$ cat config.mk
export PLATFORM = sky130hd
export DESIGN_NAME = slr_shift_reduce_parser_core
export DESIGN_NICKNAME = d
export VERILOG_FILES = /design/src/rtl/slr_pkg.sv /design/src/rtl/slr_ram.sv /design/src/rtl/slr_shift_reduce_parser_core.sv
export SDC_FILE = /design/constraint.sdc
export NUM_CORES = 2
export LEC_CHECK = 0
export BUFFER_PORTS_ARGS = -buffer_cell sky130_fd_sc_hd__buf_4
export CAP_MARGIN = 25
export CORE_MARGIN = 10
export CORE_UTILIZATION = 54
export CTS_CLUSTER_DIAMETER = 80
export DETAILED_ROUTE_END_ITERATION = 7
export PLACE_DENSITY_LB_ADDON = 0.2
export SLEW_MARGIN = 20
export SYNTH_ARGS = -nofsm -noshare
export SYNTH_HDL_FRONTEND = slang
export SYNTH_SLANG_ARGS = --single-unit
$ cat constraint.sdc
create_clock -name clk -period 20.5 [get_ports clk]
set_input_delay 4.1 -clock clk [delete_from_list [all_inputs] [get_ports clk]]
set_output_delay 4.1 -clock clk [all_outputs]
set_load 0.05 [all_outputs]
$ cat src/rtl/slr_pkg.sv
// Shared types, codes and parse tables for the SLR(1) parser core.
`timescale 1ns / 1ps
package slr_pkg;

  localparam int StackDepthDefault = 128;

  // result status codes
  localparam logic [1:0] ST_SHIFT  = 2'd0;
  localparam logic [1:0] ST_ACCEPT = 2'd1;
  localparam logic [1:0] ST_REJECT = 2'd2;
  localparam logic [1:0] ST_OVFL   = 2'd3;

  // action kinds
  localparam logic [1:0] AK_NONE   = 2'd0;
  localparam logic [1:0] AK_SHIFT  = 2'd1;
  localparam logic [1:0] AK_REDUCE = 2'd2;
  localparam logic [1:0] AK_ACCEPT = 2'd3;

  // terminals
  localparam logic [4:0] TK_VT = 5'd0,  TK_NUM = 5'd1,  TK_CHR = 5'd2,  TK_BOOL = 5'd3;
  localparam logic [4:0] TK_LIT = 5'd4, TK_ID = 5'd5,   TK_IF = 5'd6,   TK_ELSE = 5'd7;
  localparam logic [4:0] TK_WHILE = 5'd8, TK_RET = 5'd9, TK_ADD = 5'd10, TK_MUL = 5'd11;
  localparam logic [4:0] TK_ASG = 5'd12, TK_CMP = 5'd13, TK_SEMI = 5'd14, TK_COMMA = 5'd15;
  localparam logic [4:0] TK_LP = 5'd16, TK_RP = 5'd17, TK_LB = 5'd18, TK_RB = 5'd19;
  localparam logic [4:0] TK_END = 5'd20;

  // nonterminals
  localparam logic [3:0] NT_CODE = 4'd0, NT_VDECL = 4'd1, NT_ASSIGN = 4'd2, NT_RHS = 4'd3;
  localparam logic [3:0] NT_EXPR = 4'd4, NT_FDECL = 4'd5, NT_ARG = 4'd6, NT_MORE = 4'd7;
  localparam logic [3:0] NT_BLOCK = 4'd8, NT_STMT = 4'd9, NT_COND = 4'd10, NT_ELSE = 4'd11;
  localparam logic [3:0] NT_RETURN = 4'd12, NT_T = 4'd13, NT_F = 4'd14, NT_C = 4'd15;

  typedef struct packed {
    logic [1:0] kind;
    logic [7:0] arg;
  } action_t;

  function automatic action_t act_sh(input logic [7:0] n);
    return '{kind: AK_SHIFT, arg: n};
  endfunction

  function automatic action_t act_rd(input logic [7:0] n);
    return '{kind: AK_REDUCE, arg: n};
  endfunction

  // action table, keyed on {state, terminal}
  function automatic action_t act_lookup(input logic [6:0] st, input logic [4:0] tk);
    action_t a;
    a = '{kind: AK_NONE, arg: 8'd0};
    case ({st, tk})
      {7'd0, TK_VT}, {7'd2, TK_VT}, {7'd3, TK_VT}: a = act_sh(8'd4);
      {7'd0, TK_END}, {7'd2, TK_END}, {7'd3, TK_END}: a = act_rd(8'd3);
      {7'd1, TK_END}: a = '{kind: AK_ACCEPT, arg: 8'd0};
      {7'd4, TK_ID}: a = act_sh(8'd7);
      {7'd5, TK_END}: a = act_rd(8'd1);
      {7'd6, TK_END}: a = act_rd(8'd2);
      {7'd7, TK_SEMI}, {7'd51, TK_SEMI}: a = act_sh(8'd9);
      {7'd7, TK_ASG}, {7'd43, TK_ASG}, {7'd51, TK_ASG}: a = act_sh(8'd11);
      {7'd7, TK_LP}: a = act_sh(8'd10);
      {7'd8, TK_SEMI}: a = act_sh(8'd12);
      {7'd9, TK_VT}, {7'd9, TK_ID}, {7'd9, TK_RB}, {7'd9, TK_IF},
      {7'd9, TK_WHILE}, {7'd9, TK_RET}, {7'd9, TK_END}: a = act_rd(8'd4);
      {7'd10, TK_VT}: a = act_sh(8'd14);
      {7'd10, TK_RP}: a = act_rd(8'd20);
      {7'd11, TK_ID}, {7'd22, TK_ID}, {7'd27, TK_ID}, {7'd28, TK_ID},
      {7'd46, TK_ID}: a = act_sh(8'd23);
      {7'd11, TK_LIT}, {7'd46, TK_LIT}: a = act_sh(8'd17);
      {7'd11, TK_CHR}, {7'd46, TK_CHR}: a = act_sh(8'd18);
      {7'd11, TK_BOOL}, {7'd46, TK_BOOL}: a = act_sh(8'd19);
      {7'd11, TK_LP}, {7'd22, TK_LP}, {7'd27, TK_LP}, {7'd28, TK_LP},
      {7'd46, TK_LP}: a = act_sh(8'd22);
      {7'd11, TK_NUM}, {7'd22, TK_NUM}, {7'd27, TK_NUM}, {7'd28, TK_NUM},
      {7'd46, TK_NUM}: a = act_sh(8'd24);
      {7'd12, TK_VT}, {7'd12, TK_ID}, {7'd12, TK_RB}, {7'd12, TK_IF},
      {7'd12, TK_WHILE}, {7'd12, TK_RET}, {7'd12, TK_END}: a = act_rd(8'd5);
      {7'd13, TK_RP}: a = act_sh(8'd25);
      {7'd14, TK_ID}: a = act_sh(8'd26);
      {7'd15, TK_SEMI}: a = act_rd(8'd6);
      {7'd16, TK_SEMI}: a = act_rd(8'd7);
      {7'd16, TK_ADD}, {7'd29, TK_ADD}: a = act_sh(8'd27);
      {7'd17, TK_SEMI}: a = act_rd(8'd8);
      {7'd18, TK_SEMI}: a = act_rd(8'd9);
      {7'd19, TK_SEMI}: a = act_rd(8'd10);
      {7'd20, TK_SEMI}, {7'd20, TK_ADD}, {7'd20, TK_RP}: a = act_rd(8'd12);
      {7'd20, TK_MUL}, {7'd33, TK_MUL}: a = act_sh(8'd28);
      {7'd21, TK_SEMI}, {7'd21, TK_ADD}, {7'd21, TK_MUL}, {7'd21, TK_RP}: a = act_rd(8'd14);
      {7'd23, TK_SEMI}, {7'd23, TK_ADD}, {7'd23, TK_MUL}, {7'd23, TK_RP}: a = act_rd(8'd16);
      {7'd24, TK_SEMI}, {7'd24, TK_ADD}, {7'd24, TK_MUL}, {7'd24, TK_RP}: a = act_rd(8'd17);
      {7'd25, TK_LB}: a = act_sh(8'd30);
      {7'd26, TK_RP}, {7'd52, TK_RP}: a = act_rd(8'd22);
      {7'd26, TK_COMMA}, {7'd52, TK_COMMA}: a = act_sh(8'd32);
      {7'd29, TK_RP}: a = act_sh(8'd35);
      {7'd30, TK_VT}, {7'd37, TK_VT}, {7'd64, TK_VT}, {7'd66, TK_VT},
      {7'd73, TK_VT}: a = act_sh(8'd42);
      {7'd30, TK_ID}, {7'd37, TK_ID}, {7'd64, TK_ID}, {7'd66, TK_ID},
      {7'd73, TK_ID}: a = act_sh(8'd43);
      {7'd30, TK_IF}, {7'd37, TK_IF}, {7'd64, TK_IF}, {7'd66, TK_IF},
      {7'd73, TK_IF}: a = act_sh(8'd40);
      {7'd30, TK_WHILE}, {7'd37, TK_WHILE}, {7'd64, TK_WHILE}, {7'd66, TK_WHILE},
      {7'd73, TK_WHILE}: a = act_sh(8'd41);
      {7'd30, TK_RB}, {7'd37, TK_RB}, {7'd64, TK_RB}, {7'd66, TK_RB}, {7'd73, TK_RB},
      {7'd30, TK_RET}, {7'd37, TK_RET}, {7'd64, TK_RET}, {7'd66, TK_RET},
      {7'd73, TK_RET}: a = act_rd(8'd24);
      {7'd31, TK_RP}: a = act_rd(8'd19);
      {7'd32, TK_VT}: a = act_sh(8'd44);
      {7'd33, TK_SEMI}, {7'd33, TK_ADD}, {7'd33, TK_RP}: a = act_rd(8'd11);
      {7'd34, TK_SEMI}, {7'd34, TK_ADD}, {7'd34, TK_MUL}, {7'd34, TK_RP}: a = act_rd(8'd13);
      {7'd35, TK_SEMI}, {7'd35, TK_ADD}, {7'd35, TK_MUL}, {7'd35, TK_RP}: a = act_rd(8'd15);
      {7'd36, TK_RET}: a = act_sh(8'd46);
      {7'd38, TK_VT}, {7'd38, TK_ID}, {7'd38, TK_RB}, {7'd38, TK_IF},
      {7'd38, TK_WHILE}, {7'd38, TK_RET}: a = act_rd(8'd25);
      {7'd39, TK_SEMI}: a = act_sh(8'd48);
      {7'd40, TK_LP}: a = act_sh(8'd49);
      {7'd41, TK_LP}: a = act_sh(8'd50);
      {7'd42, TK_ID}: a = act_sh(8'd51);
      {7'd44, TK_ID}: a = act_sh(8'd52);
      {7'd45, TK_RB}: a = act_sh(8'd53);
      {7'd47, TK_RB}, {7'd47, TK_RET}: a = act_rd(8'd23);
      {7'd48, TK_VT}, {7'd48, TK_ID}, {7'd48, TK_RB}, {7'd48, TK_IF},
      {7'd48, TK_WHILE}, {7'd48, TK_RET}: a = act_rd(8'd26);
      {7'd49, TK_BOOL}, {7'd50, TK_BOOL}, {7'd62, TK_BOOL}: a = act_sh(8'd56);
      {7'd53, TK_VT}, {7'd53, TK_END}: a = act_rd(8'd18);
      {7'd54, TK_SEMI}: a = act_sh(8'd59);
      {7'd55, TK_RP}: a = act_sh(8'd60);
      {7'd56, TK_RP}: a = act_rd(8'd31);
      {7'd56, TK_CMP}: a = act_sh(8'd62);
      {7'd57, TK_RP}: a = act_sh(8'd63);
      {7'd58, TK_RP}: a = act_rd(8'd21);
      {7'd59, TK_RB}: a = act_rd(8'd34);
      {7'd60, TK_LB}: a = act_sh(8'd64);
      {7'd61, TK_RP}: a = act_rd(8'd29);
      {7'd63, TK_LB}: a = act_sh(8'd66);
      {7'd65, TK_RP}: a = act_rd(8'd30);
      {7'd67, TK_RB}: a = act_sh(8'd69);
      {7'd68, TK_RB}: a = act_sh(8'd70);
      {7'd69, TK_VT}, {7'd69, TK_ID}, {7'd69, TK_RB}, {7'd69, TK_IF},
      {7'd69, TK_WHILE}, {7'd69, TK_RET}: a = act_rd(8'd33);
      {7'd69, TK_ELSE}: a = act_sh(8'd72);
      {7'd70, TK_VT}, {7'd70, TK_ID}, {7'd70, TK_RB}, {7'd70, TK_IF},
      {7'd70, TK_WHILE}, {7'd70, TK_RET}: a = act_rd(8'd28);
      {7'd71, TK_VT}, {7'd71, TK_ID}, {7'd71, TK_RB}, {7'd71, TK_IF},
      {7'd71, TK_WHILE}, {7'd71, TK_RET}: a = act_rd(8'd27);
      {7'd72, TK_LB}: a = act_sh(8'd73);
      {7'd74, TK_RB}: a = act_sh(8'd75);
      {7'd75, TK_VT}, {7'd75, TK_ID}, {7'd75, TK_RB}, {7'd75, TK_IF},
      {7'd75, TK_WHILE}, {7'd75, TK_RET}: a = act_rd(8'd32);
      default: a = '{kind: AK_NONE, arg: 8'd0};
    endcase
    return a;
  endfunction

  // goto table, keyed on {state, nonterminal}; zero means no entry
  function automatic logic [6:0] goto_lookup(input logic [6:0] st, input logic [3:0] nt);
    logic [6:0] g;
    g = 7'd0;
    case ({st, nt})
      {7'd0, NT_CODE}: g = 7'd1;
      {7'd0, NT_VDECL}, {7'd2, NT_VDECL}, {7'd3, NT_VDECL}: g = 7'd2;
      {7'd0, NT_FDECL}, {7'd2, NT_FDECL}, {7'd3, NT_FDECL}: g = 7'd3;
      {7'd2, NT_CODE}: g = 7'd5;
      {7'd3, NT_CODE}: g = 7'd6;
      {7'd4, NT_ASSIGN}, {7'd42, NT_ASSIGN}: g = 7'd8;
      {7'd10, NT_ARG}: g = 7'd13;
      {7'd11, NT_RHS}: g = 7'd15;
      {7'd11, NT_EXPR}, {7'd46, NT_EXPR}: g = 7'd16;
      {7'd11, NT_T}, {7'd22, NT_T}, {7'd46, NT_T}: g = 7'd20;
      {7'd11, NT_F}, {7'd22, NT_F}, {7'd27, NT_F}, {7'd46, NT_F}: g = 7'd21;
      {7'd22, NT_EXPR}: g = 7'd29;
      {7'd26, NT_MORE}: g = 7'd31;
      {7'd27, NT_T}: g = 7'd33;
      {7'd28, NT_F}: g = 7'd34;
      {7'd30, NT_ASSIGN}, {7'd37, NT_ASSIGN}, {7'd64, NT_ASSIGN}, {7'd66, NT_ASSIGN},
      {7'd73, NT_ASSIGN}: g = 7'd39;
      {7'd30, NT_VDECL}, {7'd37, NT_VDECL}, {7'd64, NT_VDECL}, {7'd66, NT_VDECL},
      {7'd73, NT_VDECL}: g = 7'd38;
      {7'd30, NT_BLOCK}: g = 7'd36;
      {7'd30, NT_STMT}, {7'd37, NT_STMT}, {7'd64, NT_STMT}, {7'd66, NT_STMT},
      {7'd73, NT_STMT}: g = 7'd37;
      {7'd36, NT_RETURN}: g = 7'd45;
      {7'd37, NT_BLOCK}: g = 7'd47;
      {7'd46, NT_RHS}: g = 7'd54;
      {7'd49, NT_COND}: g = 7'd55;
      {7'd50, NT_COND}: g = 7'd57;
      {7'd52, NT_MORE}: g = 7'd58;
      {7'd56, NT_C}: g = 7'd61;
      {7'd62, NT_COND}: g = 7'd65;
      {7'd64, NT_BLOCK}: g = 7'd67;
      {7'd66, NT_BLOCK}: g = 7'd68;
      {7'd69, NT_ELSE}: g = 7'd71;
      {7'd73, NT_BLOCK}: g = 7'd74;
      default: g = 7'd0;
    endcase
    return g;
  endfunction

  // rule left-hand side and length; index 0 unused
  localparam logic [3:0] RULE_LHS [0:34] = '{4'd0,
    NT_CODE, NT_CODE, NT_CODE, NT_VDECL, NT_VDECL, NT_ASSIGN, NT_RHS, NT_RHS, NT_RHS,
    NT_RHS, NT_EXPR, NT_EXPR, NT_T, NT_T, NT_F, NT_F, NT_F, NT_FDECL, NT_ARG, NT_ARG,
    NT_MORE, NT_MORE, NT_BLOCK, NT_BLOCK, NT_STMT, NT_STMT, NT_STMT, NT_STMT, NT_COND,
    NT_C, NT_C, NT_ELSE, NT_ELSE, NT_RETURN};
  localparam logic [3:0] RULE_LEN [0:34] = '{4'd0,
    4'd2, 4'd2, 4'd0, 4'd3, 4'd3, 4'd3, 4'd1, 4'd1, 4'd1, 4'd1, 4'd3, 4'd1, 4'd3, 4'd1,
    4'd3, 4'd1, 4'd1, 4'd9, 4'd3, 4'd0, 4'd4, 4'd0, 4'd2, 4'd0, 4'd1, 4'd2, 4'd8, 4'd7,
    4'd2, 4'd2, 4'd0, 4'd4, 4'd0, 4'd3};

  function automatic logic [3:0] rule_len(input logic [7:0] r);
    return (r <= 8'd34) ? RULE_LEN[r[5:0]] : 4'd0;
  endfunction

  function automatic logic [3:0] rule_lhs(input logic [7:0] r);
    return (r <= 8'd34) ? RULE_LHS[r[5:0]] : 4'd0;
  endfunction

endpackage

$ cat src/rtl/slr_ram.sv
// Generic single-write, single-read RAM with registered read data.
`timescale 1ns / 1ps
module slr_ram #(
  parameter int Width = 7,
  parameter int Depth = 128
) (
  input  logic                     clk,
  input  logic                     we,
  input  logic [$clog2(Depth)-1:0] waddr,
  input  logic [Width-1:0]         wdata,
  input  logic [$clog2(Depth)-1:0] raddr,
  output logic [Width-1:0]         rdata
);

  logic [Width-1:0] mem [0:Depth-1];

  always_ff @(posedge clk) begin
    if (we) begin
      mem[waddr] <= wdata;
    end
    rdata <= mem[raddr];
  end

endmodule

$ cat src/rtl/slr_shift_reduce_parser_core.sv
// Top level: SLR(1) shift-reduce parser sequencer around the state stack RAM.
//
// One token per transfer, one result per token. A token is taken in from
// idle, then gets its shift, accept or reject decision in the action state;
// each reduction before it adds an action lookup, then the stack RAM read
// of the exposed state and the goto push. Every reduction waits on the
// stack RAM's registered read. The top of stack is also held in a register,
// so shifts need no RAM read. The bottom entry is never written and reads as
// state 0, so no clearing pass is needed after reset. A finished result sits
// in an output register, and the next token is taken while it waits.
`timescale 1ns / 1ps
module slr_shift_reduce_parser_core #(
  parameter int STACK_DEPTH = slr_pkg::StackDepthDefault
) (
  input  logic       clk,
  input  logic       rst,
  input  logic       in_valid,
  output logic       in_stall,
  input  logic [4:0] token_code,
  output logic       out_valid,
  input  logic       out_stall,
  output logic [1:0] status,
  output logic [6:0] top_state,
  output logic [7:0] stack_depth,
  output logic [7:0] reduce_count
);

  localparam int SpW      = $clog2(STACK_DEPTH);
  localparam int RedLimit = 4 * STACK_DEPTH;
  localparam int RedW     = $clog2(RedLimit + 2);
  localparam logic [SpW-1:0] SpMax = SpW'(STACK_DEPTH - 1);

  typedef enum logic [2:0] {
    S_IDLE = 3'b001,
    S_ACT  = 3'b010,
    S_GO   = 3'b100
  } state_t;

  state_t           state;
  logic [SpW-1:0]   sp;
  logic [6:0]       top;
  logic [4:0]       tok;
  logic [7:0]       count;
  logic [RedW-1:0]  nred;
  logic [3:0]       lhs;

  slr_pkg::action_t act;
  logic [3:0]       len;
  logic [SpW-1:0]   sp_inc;
  logic [SpW-1:0]   sp_pop;
  logic [6:0]       below;
  logic [6:0]       nxt;
  logic [7:0]       count_inc;
  logic             slot_free;
  logic             lim_hit;
  logic             ram_we;
  logic [SpW-1:0]   ram_raddr;
  logic [6:0]       ram_wdata;
  logic [6:0]       ram_rdata;
  logic [7:0]       depth_shift;

  // decode of the current top of stack and token
  always_comb begin
    act         = slr_pkg::act_lookup(top, tok);
    len         = slr_pkg::rule_len(act.arg);
    sp_inc      = sp + 1'b1;
    sp_pop      = sp - SpW'(len);
    below       = (sp == '0) ? 7'd0 : ram_rdata;
    nxt         = slr_pkg::goto_lookup(below, lhs);
    count_inc   = (count == 8'hFF) ? count : count + 8'd1;
    slot_free   = !out_valid || !out_stall;
    lim_hit     = (nred == RedW'(RedLimit));
    depth_shift = 8'({1'b0, sp} + (SpW + 1)'(2));
  end

  // stack RAM ports: pushes go one above the top, reads follow the pointer, or the popped pointer in action lookup
  always_comb begin
    ram_we    = 1'b0;
    ram_wdata = nxt;
    ram_raddr = (state == S_ACT) ? sp_pop : sp;
    case (state)
      S_ACT: begin
        ram_wdata = act.arg[6:0];
        ram_we    = (act.kind == slr_pkg::AK_SHIFT) && (sp != SpMax) && slot_free;
      end
      S_GO: begin
        ram_we = (nxt != 7'd0) && (sp != SpMax);
      end
      default: ram_we = 1'b0;
    endcase
  end

  slr_ram #(
    .Width(7),
    .Depth(STACK_DEPTH)
  ) u_stack (
    .clk  (clk),
    .we   (ram_we),
    .waddr(sp_inc),
    .wdata(ram_wdata),
    .raddr(ram_raddr),
    .rdata(ram_rdata)
  );

  assign in_stall = (state != S_IDLE);

  // sequencer
  always_ff @(posedge clk) begin
    if (rst) begin
      state     <= S_IDLE;
      sp        <= '0;
      top       <= 7'd0;
      out_valid <= 1'b0;
    end else begin
      if (out_valid && !out_stall) begin
        out_valid <= 1'b0;
      end
      case (state)
        S_IDLE: begin
          if (in_valid) begin
            tok   <= token_code;
            count <= 8'd0;
            nred  <= '0;
            state <= S_ACT;
          end
        end
        S_ACT: begin
          if (act.kind == slr_pkg::AK_REDUCE && act.arg >= 8'd1 && act.arg <= 8'd34
              && {1'b0, len} <= (SpW + 1)'(sp)) begin
            sp    <= sp_pop;
            lhs   <= slr_pkg::rule_lhs(act.arg);
            state <= S_GO;
          end else if (slot_free) begin
            out_valid    <= 1'b1;
            reduce_count <= count;
            state        <= S_IDLE;
            if (act.kind == slr_pkg::AK_SHIFT && sp != SpMax) begin
              sp          <= sp_inc;
              top         <= act.arg[6:0];
              status      <= slr_pkg::ST_SHIFT;
              top_state   <= act.arg[6:0];
              stack_depth <= depth_shift;
            end else begin
              sp          <= '0;
              top         <= 7'd0;
              top_state   <= 7'd0;
              stack_depth <= 8'd1;
              if (act.kind == slr_pkg::AK_SHIFT) begin
                status <= slr_pkg::ST_OVFL;
              end else if (act.kind == slr_pkg::AK_ACCEPT) begin
                status <= slr_pkg::ST_ACCEPT;
              end else begin
                status <= slr_pkg::ST_REJECT;
              end
            end
          end
        end
        S_GO: begin
          if (nxt != 7'd0 && sp != SpMax && !lim_hit) begin
            sp    <= sp_inc;
            top   <= nxt;
            count <= count_inc;
            nred  <= nred + 1'b1;
            state <= S_ACT;
          end else if (slot_free) begin
            // error ends the token; the stack drops back to state 0
            out_valid    <= 1'b1;
            sp           <= '0;
            top          <= 7'd0;
            top_state    <= 7'd0;
            stack_depth  <= 8'd1;
            state        <= S_IDLE;
            reduce_count <= (nxt != 7'd0 && sp != SpMax) ? count_inc : count;
            status       <= (nxt != 7'd0 && sp == SpMax) ? slr_pkg::ST_OVFL
                                                         : slr_pkg::ST_REJECT;
          end
        end
        default: state <= S_IDLE;
      endcase
    end
  end

  // the bottom entry must never be overwritten
  a_no_bottom_write: assert property (@(posedge clk) disable iff (rst)
    ram_we |-> sp_inc != '0)
    else $error("stack write to bottom entry");

  // any non-shift result leaves only state 0 on the stack
  a_clear_after_end: assert property (@(posedge clk) disable iff (rst)
    out_valid && status != slr_pkg::ST_SHIFT |-> top_state == 7'd0 && stack_depth == 8'd1)
    else $error("stack not cleared after end of parse");

  // a taken token goes straight to action lookup
  a_accept_to_act: assert property (@(posedge clk) disable iff (rst)
    in_valid && !in_stall |=> state == S_ACT)
    else $error("token taken without lookup");

  // a goto step only follows a reduce decision or a held goto step
  a_go_origin: assert property (@(posedge clk) disable iff (rst)
    state == S_GO |-> $past(state) == S_ACT || $past(state) == S_GO)
    else $error("goto step without reduction");

  // registered top of stack matches a pushed shift
  a_shift_top: assert property (@(posedge clk) disable iff (rst)
    $rose(out_valid) && status == slr_pkg::ST_SHIFT |-> top_state == top)
    else $error("shift result disagrees with top of stack");

endmodule
==> run metrics <==
gpl congestion 0.978; total routed wirelength 110 mm; Setup Skew 0.0513 ns; Hold Slack 0.578 ns; Longest Clk Path Bufs 3; largest net degree at the start of global routing 132; worst vdd ir 0.0808 mV; I/O Pins 36; global route hottest layer met2; DR WL/cell 29.6 um; Hold Path Class reg -> reg; Max Freq 0.107 GHz; FP Rows 102; CTS Buf Count 98; GR Overflow Total 0; synth unique cells 92; design area 47300 um^2; most common cell after layout, fill and taps aside edfxtp_1; clock root buffer master clkbuf_16; port bufs 35; CP required 21.02 ns; RSZ-0062 raised after global routing no; first-pass GRT wire length 164 mm; GR Util All Layers 0.242; setup TNS 0 ns; Die W 301 um; layout cells sized above 1 0.206; Syn Nets 2585; hold buffer count at cts 0; Post-synth ARST share 0; startpoint types flip-flop; Die ar. 90400 um^2; Pleak 15.9 nW; Final Cycle Share 0.456; placed cells 3518; clk_lat worst skew 0.68 ns; FF+latch count, synth 973; Final ANT Viol Nets 0; met3 Use GR 0.0358; crit path kind reg -> reg; CP Capture Type flip-flop; Starting DRT DRC Count 2838; Clk pin slew, worst setup/hold paths 0.06 ns; Net count, final 2608; CTS tree built; Final Setup Violations 0; pwr dens 86.1 nW/um^2; vias per cell 6.62; post_cts resized 0; Mean Syn Cell Area 16.6 um^2; post-synthesis cell count 2560; Initial Util 0.547; register area share after synthesis 0.681; cell area after synthesis 42600 um^2; CP max FO 42; status completed; Arr. time, crit path 9.86 ns; Die H 301 um; max-cap violations 0; hpwl dp 69.2 mm; fin crit period 9.34 ns; worst slew pin tran 1.16 ns; Post-synth EDFFs 948; Yosys warnings 0; most frequent cells in the layout edfxtp_1 (948), mux4_2 (238), nor2_1 (224); clock sink total 973; non-filler instance count after layout 3707; initial antenna violation count 1; Slew headroom 0.209; Area Growth Syn to Fin 11.2%; core area 77700 um^2; Final Hold Viols 0; First-pass DRT Iterations 5; grt met2 use 0.388; vias in the first global route 24400; placed cell areas 44000 um^2; Slew Limit Fails 0; post-CTS setup buffer count 0; M1 GR Usage 0.338; H-tree depth 3; commonest register cell after synthesis edfxtp_1; Vias 24500; DRC Markers 0
-- worst paths after layout --
kind / start / endpoint / slack, ns / cells after the start
setup / recovery: top[0]$_SDFFE_PP0P_ / u_stack.rdata[6]$_DFF_P_ / 11.16 / 25
hold / removal: state[0]$_SDFFE_PP1N_ / state[1]$_SDFFE_PP0N_ / 0.58 / 2
setup reg to reg: top[0]$_SDFFE_PP0P_ / u_stack.rdata[6]$_DFF_P_ / 11.16 / 25
hold reg to reg: state[0]$_SDFFE_PP1N_ / state[1]$_SDFFE_PP0N_ / 0.58 / 2
-- where the power goes --
group          leakage, nW  total, mW  internal [mW]  switching, mW
registers             9.32       2.18           2.17         0.0127
logic                 5.05      0.136         0.0525         0.0833
clock network         1.55       1.76          0.996          0.763
-- stage by stage --
| step | total power [mW] | worst slack (ns) | util |
|---|---|---|---|
| 2_1_floorplan | 2.31 | 13.40 | - |
| 3_3_place_gp | 2.35 | 10.92 | 0.566 |
| 3_5_place_dp | 2.36 | 10.94 | 0.566 |
| 4_1_cts | 4.09 | 10.88 | 0.607 |
| 5_1_grt | 4.18 | 10.40 | 0.609 |
| 6_report | 4.07 | 11.16 | 0.609 |
-- flip-flops by register name, indices dropped and copies added, names as in the netlist --
name and count:
tok 5, lhs 4, reduce_count 8, status 2, top 7, u_stack.rdata 7
u_stack.mem 896, sp 7, count 8, nred 10, state 3, top_state 7
stack_depth 8, out_valid 1
-- synth_stat cells, types with 25 or more instances --
cell,instances,share of area
dfxtp_1,25,0.012
mux2i_1,80,0.019
edfxtp_1,948,0.67
clkbuf_1,107,0.0094
buf_2,41,0.0048
nor2_1,225,0.020
mux4_2,238,0.13
nor3_1,35,0.0041
o22ai_1,25,0.0037
nand2_1,116,0.010
nor2b_1,51,0.0075
o21ai_0,51,0.0060
a211oi_1,50,0.0088
nand3_1,42,0.0049
a21oi_1,83,0.0098
-- metal layers --
layer | vias to the layer above | wire length, um
li1 | 10400 | -
met1 | 12800 | 45100
met2 | 1160 | 53000
met3 | 207 | 7960
met4 | 0 | 3720
met5 | - | 0
-- worst max-delay path, stage by stage (launching register included) --
cell and delay, ns:
dfxtp_1 0.91, buf_4 0.36, nor4b_1 0.16, mux2i_1 0.22, o32ai_1 0.16, or4bb_1 0.56
nor4_1 0.49, nand4bb_1 0.62, inv_1 0.43, o31ai_1 0.11, a2111oi_0 0.41, nor3_1 0.09
ha_1 0.34, nor2_1 0.09, a21oi_4 0.13, buf_4 0.36, buf_16 0.28, buf_4 0.71
buf_4 0.77, mux4_2 0.59, nor2b_1 0.14, a211oi_1 0.39, a21oi_1 0.09, mux4_2 0.48
nand2_1 0.09, o21ai_0 0.07
-- area by class of cell --
cell class                 count  area, um^2
clock buffer                 125        2610
multi-input combinational   1390       13000
clock inverter                57         588
tap                         1040        1300
timing repair buffer          97         805
antenna                        2        5.00
inverter                      23        86.3
sequential                   973       29000
fill                        5621       30400
-- kinds of logic after synthesis --
| group | Yosys count | synth area share |
|---|---|---|
| AO/OA/AOI/OAI | 331 | 0.0527 |
| XOR/XNOR | 31 | 0.00638 |
| adder cells (fa/ha/maj) | 17 | 0.00512 |
| buffers and inverters | 197 | 0.0199 |
| flip-flops | 973 | 0.681 |
| multiplexers | 341 | 0.151 |
| AND/OR/NAND/NOR | 670 | 0.0842 |
(Power assumes the default switching activity.)
